===== config.mk =====
export PLATFORM = sky130hd
export DESIGN_NAME = telemetry_poll_master_core
export DESIGN_NICKNAME = d
export VERILOG_FILES = /design/src/rtl/tpm_pkg.sv /design/src/rtl/tpm_deg_conv.sv /design/src/rtl/tpm_out_stage.sv /design/src/rtl/telemetry_poll_master_core.sv
export SDC_FILE = /design/constraint.sdc
export NUM_CORES = 2
export LEC_CHECK = 0
export BUFFER_PORTS_ARGS = -buffer_cell sky130_fd_sc_hd__buf_2
export CAP_MARGIN = 10
export CORE_MARGIN = 1.5
export CORE_UTILIZATION = 51
export DETAILED_ROUTE_END_ITERATION = 10
export PLACE_DENSITY = 0.75
export SYNTH_ARGS = -nofsm -noshare
export SYNTH_HDL_FRONTEND = slang
export SYNTH_SLANG_ARGS = --single-unit

===== constraint.sdc =====
create_clock -name clk -period 11.4 [get_ports clk]
set_input_delay 1.14 -clock clk [delete_from_list [all_inputs] [get_ports clk]]
set_output_delay 1.14 -clock clk [all_outputs]
set_load 0.01 [all_outputs]

===== src/rtl/tpm_pkg.sv =====
// Shared types, phase codes and constants of the telemetry poll master.
package tpm_pkg;

  localparam logic [2:0] PH_IDLE     = 3'd0;
  localparam logic [2:0] PH_REQ_GPS  = 3'd1;
  localparam logic [2:0] PH_WAIT_GPS = 3'd2;
  localparam logic [2:0] PH_REQ_RX   = 3'd3;
  localparam logic [2:0] PH_WAIT_RX  = 3'd4;
  localparam logic [2:0] PH_UPDATE   = 3'd5;

  localparam logic [15:0] WAIT_TIME_RESET = 16'd800;

  localparam logic [3:0] REQ_LAST_IDX = 4'd8;

  // wait from a stored coordinate change until the conversion has settled
  localparam logic [2:0] CONV_LATENCY = 3'd6;

  typedef struct packed {
    logic valid;
    logic record;
    logic rx_req;
  } load_t;

  typedef struct packed {
    logic [31:0] latitude_e7;
    logic [31:0] longitude_e7;
    logic [7:0]  satellites;
    logic [7:0]  fix_kind;
    logic [12:0] altitude_dm;
    logic [15:0] ground_speed;
    logic [15:0] course;
    logic [14:0] battery_mv;
    logic [7:0]  signal_strength;
  } rec_t;

  function automatic logic [7:0] req_byte(input logic rx_req, input logic [3:0] idx);
    logic [7:0] b;
    case (idx)
      4'd0:    b = 8'h00;
      4'd1:    b = 8'h03;
      4'd2:    b = 8'hfc;
      4'd3:    b = 8'h00;
      4'd4:    b = 8'h00;
      4'd5:    b = 8'h04;
      4'd6:    b = rx_req ? 8'h34 : 8'h38;
      4'd7:    b = rx_req ? 8'h13 : 8'h9f;
      4'd8:    b = rx_req ? 8'hba : 8'h7b;
      default: b = 8'h00;
    endcase
    return b;
  endfunction

endpackage


===== src/rtl/tpm_deg_conv.sv =====
// Pipelined degree-minute to degrees x 1e7 conversion of one coordinate.
module tpm_deg_conv (
  input  logic        clk,
  input  logic [15:0] hi,
  input  logic [15:0] lo,
  output logic [31:0] deg_e7
);

  localparam logic [32:0] DIV100_MUL = 33'd83887;
  localparam logic [60:0] DIV15_MUL  = 61'd2290649225;
  localparam logic [31:0] E7         = 32'd10000000;

  logic [32:0] q_prod;
  logic [60:0] d_prod;

  logic [9:0]  q_r;
  logic [15:0] hi_r;
  logic [25:0] le3_r1, le3_r2, le3_r3;
  logic [6:0]  r_r;
  logic [31:0] qe7_r2, qe7_r3, qe7_r4, qe7_r5;
  logic [29:0] re7_r;
  logic [30:0] v_r;
  logic [24:0] d_r;

  assign q_prod = {17'd0, hi} * DIV100_MUL;
  // floor(v / 60) = floor((v / 4) / 15)
  assign d_prod = {32'd0, v_r[30:2]} * DIV15_MUL;

  always_ff @(posedge clk) begin
    q_r    <= q_prod[32:23];
    hi_r   <= hi;
    le3_r1 <= {10'd0, lo} * 26'd1000;

    r_r    <= 7'(hi_r - {6'd0, q_r} * 16'd100);
    qe7_r2 <= {22'd0, q_r} * E7;
    le3_r2 <= le3_r1;

    re7_r  <= {23'd0, r_r} * 30'(E7);
    qe7_r3 <= qe7_r2;
    le3_r3 <= le3_r2;

    v_r    <= {1'b0, re7_r} + {5'd0, le3_r3};
    qe7_r4 <= qe7_r3;

    d_r    <= d_prod[59:35];
    qe7_r5 <= qe7_r4;

    deg_e7 <= {7'd0, d_r} + qe7_r5;
  end

endmodule


===== src/rtl/tpm_out_stage.sv =====
// Result register with the nine-byte request sequencer.
module tpm_out_stage (
  input  logic               clk,
  input  logic               rst,
  input  tpm_pkg::load_t     ld,
  input  tpm_pkg::rec_t      rec_in,
  output logic               can_load,
  output logic               out_valid,
  input  logic               out_ready,
  output logic               kind,
  output logic [7:0]         tx_byte,
  output logic               last,
  output tpm_pkg::rec_t      rec_out
);

  logic          valid_q;
  logic          kind_q;
  logic          rx_q;
  logic [3:0]    idx;
  tpm_pkg::rec_t rec_q;
  logic          pop;
  logic          done;

  assign last     = kind_q || (idx == tpm_pkg::REQ_LAST_IDX);
  assign pop      = valid_q && out_ready;
  assign done     = pop && last;
  assign can_load = !valid_q || done;

  assign out_valid = valid_q;
  assign kind      = kind_q;
  assign tx_byte   = kind_q ? 8'h00 : tpm_pkg::req_byte(rx_q, idx);
  assign rec_out   = rec_q;

  always_ff @(posedge clk) begin
    if (rst) begin
      valid_q <= 1'b0;
      idx     <= 4'd0;
    end else if (ld.valid) begin
      valid_q <= 1'b1;
      idx     <= 4'd0;
    end else if (done) begin
      valid_q <= 1'b0;
    end else if (pop) begin
      idx <= idx + 4'd1;
    end
  end

  always_ff @(posedge clk) begin
    if (ld.valid) begin
      kind_q <= ld.record;
      rx_q   <= ld.rx_req;
      rec_q  <= ld.record ? rec_in : '0;
    end
  end

endmodule


===== src/rtl/telemetry_poll_master_core.sv =====
// Telemetry poll master: phase control, frame capture and result assembly.
// An accepted item that causes results shows its first one in the cycle after acceptance.
// A request item gives nine results, one per cycle while out_ready is high; a new item
// is taken in every cycle except while results are still held on the output and while
// the coordinate conversion pipeline settles after a GPS frame completes.
// Synchronous reset clears phase, counters and stored frames and starts that settling wait.
module telemetry_poll_master_core #(
  parameter int GPS_FRAME_BYTES = 51,
  parameter int RX_FRAME_BYTES  = 20
) (
  input  logic        clk,
  input  logic        rst,
  input  logic        in_valid,
  output logic        in_ready,
  input  logic        func,
  input  logic [7:0]  rx_byte,
  input  logic        link_up,
  input  logic        cfg_valid,
  output logic        cfg_ready,
  input  logic [15:0] wait_time_ms,
  output logic        out_valid,
  input  logic        out_ready,
  output logic        kind,
  output logic [7:0]  tx_byte,
  output logic        last,
  output logic [31:0] latitude_e7,
  output logic [31:0] longitude_e7,
  output logic [7:0]  satellites,
  output logic [7:0]  fix_kind,
  output logic [12:0] altitude_dm,
  output logic [15:0] ground_speed,
  output logic [15:0] course,
  output logic [14:0] battery_mv,
  output logic [7:0]  signal_strength
);

  localparam int MAX_BYTES = (GPS_FRAME_BYTES > RX_FRAME_BYTES) ? GPS_FRAME_BYTES
                                                                : RX_FRAME_BYTES;
  localparam int CNT_W = $clog2(MAX_BYTES + 1);
  localparam logic [CNT_W-1:0] GPS_LEN = CNT_W'(GPS_FRAME_BYTES);
  localparam logic [CNT_W-1:0] RX_LEN  = CNT_W'(RX_FRAME_BYTES);

  logic [15:0]      wait_time;
  logic [2:0]       phase, phase_next;
  logic [15:0]      elapsed, elapsed_inc, elapsed_next;
  logic [CNT_W-1:0] byte_count, count_inc, count_next;
  logic             fresh, fresh_next;
  logic [2:0]       settle;

  // frame bytes in flight
  logic [15:0] spd_w, alt_w, lat_hi_w, lat_lo_w, lon_hi_w, lon_lo_w, crs_w;
  logic [7:0]  sat_b, fix_b;

  // last complete frames
  logic [15:0] lat_hi, lat_lo, lon_hi, lon_lo;
  logic [15:0] spd, crs, alt;
  logic [7:0]  sat, fix, batt, rssi;

  logic             accept, in_wait, store, timed_out, gps_take, rx_take;
  logic [CNT_W-1:0] frame_len;
  logic [31:0]      lat_deg, lon_deg;
  logic [31:0]      alt_prod;
  logic             can_load;
  tpm_pkg::load_t   ld;
  tpm_pkg::rec_t    rec_in, rec_out;

  assign cfg_ready = 1'b1;
  assign in_ready  = can_load && (settle == 3'd0);
  assign accept    = in_valid && in_ready;

  assign in_wait   = (phase == tpm_pkg::PH_WAIT_GPS) || (phase == tpm_pkg::PH_WAIT_RX);
  assign frame_len = (phase == tpm_pkg::PH_WAIT_GPS) ? GPS_LEN : RX_LEN;
  assign store     = func && in_wait && (byte_count < frame_len);

  assign elapsed_inc = (!func && elapsed != 16'hffff) ? elapsed + 16'd1 : elapsed;
  assign count_inc   = store ? byte_count + CNT_W'(1) : byte_count;
  assign timed_out   = elapsed_inc > wait_time;

  always_comb begin
    phase_next   = phase;
    elapsed_next = elapsed_inc;
    count_next   = count_inc;
    fresh_next   = fresh;
    gps_take     = 1'b0;
    rx_take      = 1'b0;
    ld           = '0;
    case (phase)
      tpm_pkg::PH_REQ_GPS: begin
        if (timed_out) begin
          phase_next   = tpm_pkg::PH_WAIT_GPS;
          elapsed_next = 16'd0;
          count_next   = '0;
          ld.valid     = 1'b1;
        end
      end
      tpm_pkg::PH_WAIT_GPS: begin
        if (count_inc >= GPS_LEN) begin
          gps_take   = 1'b1;
          fresh_next = 1'b1;
          phase_next = tpm_pkg::PH_REQ_RX;
        end else if (timed_out) begin
          phase_next = tpm_pkg::PH_REQ_RX;
        end
      end
      tpm_pkg::PH_REQ_RX: begin
        if (timed_out) begin
          phase_next   = tpm_pkg::PH_WAIT_RX;
          elapsed_next = 16'd0;
          count_next   = '0;
          ld.valid     = 1'b1;
          ld.rx_req    = 1'b1;
        end
      end
      tpm_pkg::PH_WAIT_RX: begin
        if (count_inc >= RX_LEN) begin
          rx_take    = 1'b1;
          fresh_next = 1'b1;
          phase_next = tpm_pkg::PH_UPDATE;
        end else if (timed_out) begin
          phase_next = tpm_pkg::PH_UPDATE;
        end
      end
      tpm_pkg::PH_UPDATE: begin
        ld.valid   = fresh;
        ld.record  = 1'b1;
        fresh_next = 1'b0;
        phase_next = tpm_pkg::PH_IDLE;
      end
      default: begin
        phase_next = link_up ? tpm_pkg::PH_REQ_GPS : tpm_pkg::PH_IDLE;
      end
    endcase
    ld.valid = ld.valid && accept;
  end

  always_ff @(posedge clk) begin
    if (rst) begin
      wait_time  <= tpm_pkg::WAIT_TIME_RESET;
      phase      <= tpm_pkg::PH_IDLE;
      elapsed    <= 16'd0;
      byte_count <= '0;
      fresh      <= 1'b0;
      settle     <= tpm_pkg::CONV_LATENCY;
      lat_hi     <= 16'd0;
      lat_lo     <= 16'd0;
      lon_hi     <= 16'd0;
      lon_lo     <= 16'd0;
      spd        <= 16'd0;
      crs        <= 16'd0;
      alt        <= 16'd0;
      sat        <= 8'd0;
      fix        <= 8'd0;
      batt       <= 8'd0;
      rssi       <= 8'd0;
    end else begin
      if (cfg_valid) begin
        wait_time <= wait_time_ms;
      end
      if (accept) begin
        phase      <= phase_next;
        elapsed    <= elapsed_next;
        byte_count <= count_next;
        fresh      <= fresh_next;
      end
      if (accept && gps_take) begin
        settle <= tpm_pkg::CONV_LATENCY;
        lat_hi <= lat_hi_w;
        lat_lo <= lat_lo_w;
        lon_hi <= lon_hi_w;
        lon_lo <= lon_lo_w;
        spd    <= spd_w;
        crs    <= crs_w;
        alt    <= alt_w;
        sat    <= sat_b;
        fix    <= fix_b;
      end else if (settle != 3'd0) begin
        settle <= settle - 3'd1;
      end
      if (accept && rx_take) begin
        rssi <= alt_w[7:0];
        batt <= alt_w[15:8];
      end
    end
  end

  // little-endian words picked out of the arriving frame
  always_ff @(posedge clk) begin
    if (accept && store) begin
      case (byte_count)
        CNT_W'(9):  spd_w[7:0]     <= rx_byte;
        CNT_W'(10): spd_w[15:8]    <= rx_byte;
        CNT_W'(13): alt_w[7:0]     <= rx_byte;
        CNT_W'(14): alt_w[15:8]    <= rx_byte;
        CNT_W'(15): lat_hi_w[7:0]  <= rx_byte;
        CNT_W'(16): lat_hi_w[15:8] <= rx_byte;
        CNT_W'(17): lat_lo_w[7:0]  <= rx_byte;
        CNT_W'(18): lat_lo_w[15:8] <= rx_byte;
        CNT_W'(19): lon_hi_w[7:0]  <= rx_byte;
        CNT_W'(20): lon_hi_w[15:8] <= rx_byte;
        CNT_W'(21): lon_lo_w[7:0]  <= rx_byte;
        CNT_W'(22): lon_lo_w[15:8] <= rx_byte;
        CNT_W'(23): crs_w[7:0]     <= rx_byte;
        CNT_W'(24): crs_w[15:8]    <= rx_byte;
        CNT_W'(31): sat_b          <= rx_byte;
        CNT_W'(32): fix_b          <= rx_byte;
        default: ;
      endcase
    end
  end

  tpm_deg_conv u_lat (
    .clk    (clk),
    .hi     (lat_hi),
    .lo     (lat_lo),
    .deg_e7 (lat_deg)
  );

  tpm_deg_conv u_lon (
    .clk    (clk),
    .hi     (lon_hi),
    .lo     (lon_lo),
    .deg_e7 (lon_deg)
  );

  // divide by ten through the reciprocal 52429 / 2^19
  assign alt_prod = {16'd0, alt} * 32'd52429;

  always_comb begin
    rec_in.latitude_e7     = lat_deg;
    rec_in.longitude_e7    = lon_deg;
    rec_in.satellites      = sat;
    rec_in.fix_kind        = fix;
    rec_in.altitude_dm     = alt_prod[31:19];
    rec_in.ground_speed    = spd;
    rec_in.course          = crs;
    rec_in.battery_mv      = {7'd0, batt} * 15'd100;
    rec_in.signal_strength = rssi;
  end

  tpm_out_stage u_out (
    .clk       (clk),
    .rst       (rst),
    .ld        (ld),
    .rec_in    (rec_in),
    .can_load  (can_load),
    .out_valid (out_valid),
    .out_ready (out_ready),
    .kind      (kind),
    .tx_byte   (tx_byte),
    .last      (last),
    .rec_out   (rec_out)
  );

  assign latitude_e7     = rec_out.latitude_e7;
  assign longitude_e7    = rec_out.longitude_e7;
  assign satellites      = rec_out.satellites;
  assign fix_kind        = rec_out.fix_kind;
  assign altitude_dm     = rec_out.altitude_dm;
  assign ground_speed    = rec_out.ground_speed;
  assign course          = rec_out.course;
  assign battery_mv      = rec_out.battery_mv;
  assign signal_strength = rec_out.signal_strength;

endmodule

==> results.txt <==
CTS clk-pin slew, worst paths - 0.06 ns
CP Launch Type - flip-flop
relative slew slack - 30.5%
max-slew violation count - 0
Initial Util - 51.5%
VDD IR max - 0.139 mV
outcome - completed
Leakage - 44.1 nW
Resized Gates After CTS - 0
Fmax - 0.140 GHz
Critical Path Slowest Stage Cell - and3b_1
Async SR Flop Fraction - 0%
Syn. warnings - 0
Yosys top cell by area - ha_1
total wire length - 149,000 um
Die Wd - 387 um
CP top delay family - simple AND/OR/NAND/NOR gates
clock tree buffer depth - 3
Post-DRT Antenna Nets - 0
Tightest Pin Transition - 1.02 ns
CTS Root Cell - clkbuf_16
Crit Reg-Reg Endpoint - u_out.rec_out[85]
TritonRoute pass-1 iters - 5
H-tree Lvls - 3
Inst Count DP - 8,994
Synth top area share - 23.5%
Bufs and invs on worst path - 2
port bufs - 188
Register Area - 24,200 um2
footprint of the multi-input gates - 45,600 um2
Tot GR Track Use - 20.5%
critical path capture point type - flip-flop
Remaining DRCs - 0
largest net degree at the start of global routing - 105
crit-path cells - nand3_1 > nor2_1 > nand3_1 > nor2_1 > a31oi_1 > nand4_1 > nor2_1 > nand2_1 > xnor2_1 > ha_1 > nand4_1 > o21ai_0 > a221oi_1 > a221oi_1 > and3b_1 > a21oi_1 > nor2_4 > buf_4 > buf_4
synthesized flop and latch total - 1,072
CTS Hold Bufs - 0
Fillers - 12,092
vias - 47,236
Non-Filler Instances - 9,197
Max Clock Skew - 0.0497 ns
RSZ-0062 raised after global routing - false
syn avg cell area - 10.8 um2
RePlAce Congestion - 0.894
Data required, critical path - 11.73 ns
Final TNS setup - 0 ns
die height - 387 um
Fin. Hold Viols - 0
commonest cells after routing, fill and taps aside - ha_1 (1,408), inv_1 (1,287), dfxtp_1 (795), fa_1 (697), nand2_1 (408)
drt wl/cell - 16.2 um
pwr/cell area - 91.1 nW/um2
Area growth, synth to finish - 8.89%
share of post-route cells with drive strength above 1 - 5.90%
gr ovfl total - 0
row count - 140
R2R depth - 19
first-pass GRT wire length - 250,000 um
initial antenna violation count - 7
Vias/cell - 5.14
Worst-Skew Late Latency - 0.74 ns
arrival time worst endpoint - 7.46 ns
number of post-CTS setup repair buffers - 0
CP most frequent cell - nor2_1
Ports - 192
vias in the first global route - 49,960
crit-path max FO - 66
min-delay src - u_lat.qe7_r2[22]
Core Box Area - 146,000 um2
Num CTS Buffers - 106
Hold EP - u_lat.qe7_r3[22]
most common cell after layout, fill and taps aside - ha_1
Final Cycle Share - 62.6%
Hold Path Depth - 0
worst min-delay path category - reg2reg
Post-Syn Instances - 6,974
R2R setup slack - 4.26 ns
crit-path max cell delay - 0.90 ns
die area - 150,000 um2
largest cells by area after synthesis - ha_1 (23%), dfxtp_1 (21%), fa_1 (19%)
Nets - 9,321
Final Setup Violations - 0
Crit Path Class - reg2reg
register area share after synthesis - 32.3%
ys flop type - dfxtp_1
clock sinks - 1,072
1st-iter DRT viols - 2,182
synthesized cell area - 75,100 um2
Unique masters post-synth - 87
max-cap viol count - 0
Final min period - 7.14 ns
Post-synth EDFFs - 276
DP HPWL - 119,000 um
TritonCTS clock tree - built
RR Startpoint - elapsed[8]
## kinds of logic (layout without fill, tap and decap cells)
group,after synthesis,after routing,synth area share [%]
buf+inv,1392,1693,7.05
other cells,2,7,0.0100
fa+ha+maj,2105,2105,42.0
compound gates,873,873,7.22
flops,1072,1072,32.3
simple gates,1201,1201,7.51
mux,35,35,0.468
xor+xnor,294,294,3.43
## report_power, final
| part | internal (W) | total [W] | switching [W] |
|---|---|---|---|
| sequential | 0.00389 | 0.00390 | 0.00000343 |
| clock | 0.00196 | 0.00349 | 0.00152 |
| combinational | 0.0000152 | 0.0000639 | 0.0000486 |
## metrics by stage
step                      utilization [%]  cell area (um2)  hold WS (ns)  worst slack [ns]  power (W)
after global placement               53.6            78200         0.310              4.12    0.00404
after detailed placement             53.6            78200         0.312              3.91    0.00404
after global routing                 56.0            81700         0.318              3.49    0.00769
after CTS                            56.0            81700         0.301              4.22    0.00754
final                                56.0            81800         0.308              4.26    0.00745
after floorplan                         -            75100         0.310             0.541    0.00401
## synthesized netlist by cell type, drive strengths merged (37+ instances only)
library cell / number
inv: 1287
nor3: 76
and3: 164
a21o: 86
nor2: 297
a21oi: 373
xnor2: 221
edfxtp: 276
xor2: 73
fa: 697
dfxtp: 796
nand2: 409
nand2b: 37
nand3: 64
o21bai: 44
clkbuf: 69
ha: 1408
o21ai: 144
o21a: 40
## state kept, by name, summed over array words and instances (netlist names), 25 cells and up
signal	cells
u_out.rec_out	146
u_lat.deg_e7	32
u_lon.deg_e7	32
u_lat.v_r	28
u_lon.v_r	28
u_lat.d_r	25
u_lat.qe7_r2	25
u_lat.qe7_r3	25
u_lat.qe7_r4	25
u_lat.qe7_r5	25
u_lon.d_r	25
u_lon.qe7_r2	25
u_lon.qe7_r3	25
u_lon.qe7_r4	25
u_lon.qe7_r5	25
## final cells by class
class | count | area share (%)
tap | 1917 | 2.93
clock inverter | 49 | 0.601
antenna | 4 | 0.0122
timing repair buffer | 206 | 1.32
inverter | 1288 | 5.91
clock buffer | 150 | 3.79
sequential | 1072 | 29.6
multi-input combinational | 4511 | 55.8
## layer usage
layer	vias to the layer above	track usage, %	wire length (um)
li1	23453	-	-
met1	22899	27.0	68500
met2	705	35.3	71700
met3	179	2.59	5780
met4	0	5.74	3160
met5	-	0	0
## worst max path at each step
stage               startpoint                end  slack, ns  cells after the start
finish              elapsed[8]  u_out.rec_out[85]       4.26                     19
global route        elapsed[8]  u_out.rec_out[85]       3.49                     19
CTS                 elapsed[8]  u_out.rec_out[85]       4.22                     19
detailed placement        func  u_out.rec_out[85]       3.91                     16
global placement          func  u_out.rec_out[87]       4.12                     16
floorplan                 func         u_out.kind       0.54                     14
## worst reg2reg max path, stage by stage, from the launching register on
cell and delay, ns:
dfxtp_1 0.38, nand3_1 0.14, nor2_1 0.08, nand3_1 0.17, nor2_1 0.10, a31oi_1 0.58
nand4_1 0.46, nor2_1 0.43, nand2_1 0.14, xnor2_1 0.16, ha_1 0.31, nand4_1 0.14
o21ai_0 0.19, a221oi_1 0.10, a221oi_1 0.58, and3b_1 0.90, a21oi_1 0.20, nor2_4 0.15
buf_4 0.64, buf_4 0.84
No activity file was read; power rests on OpenSTA's default activity.
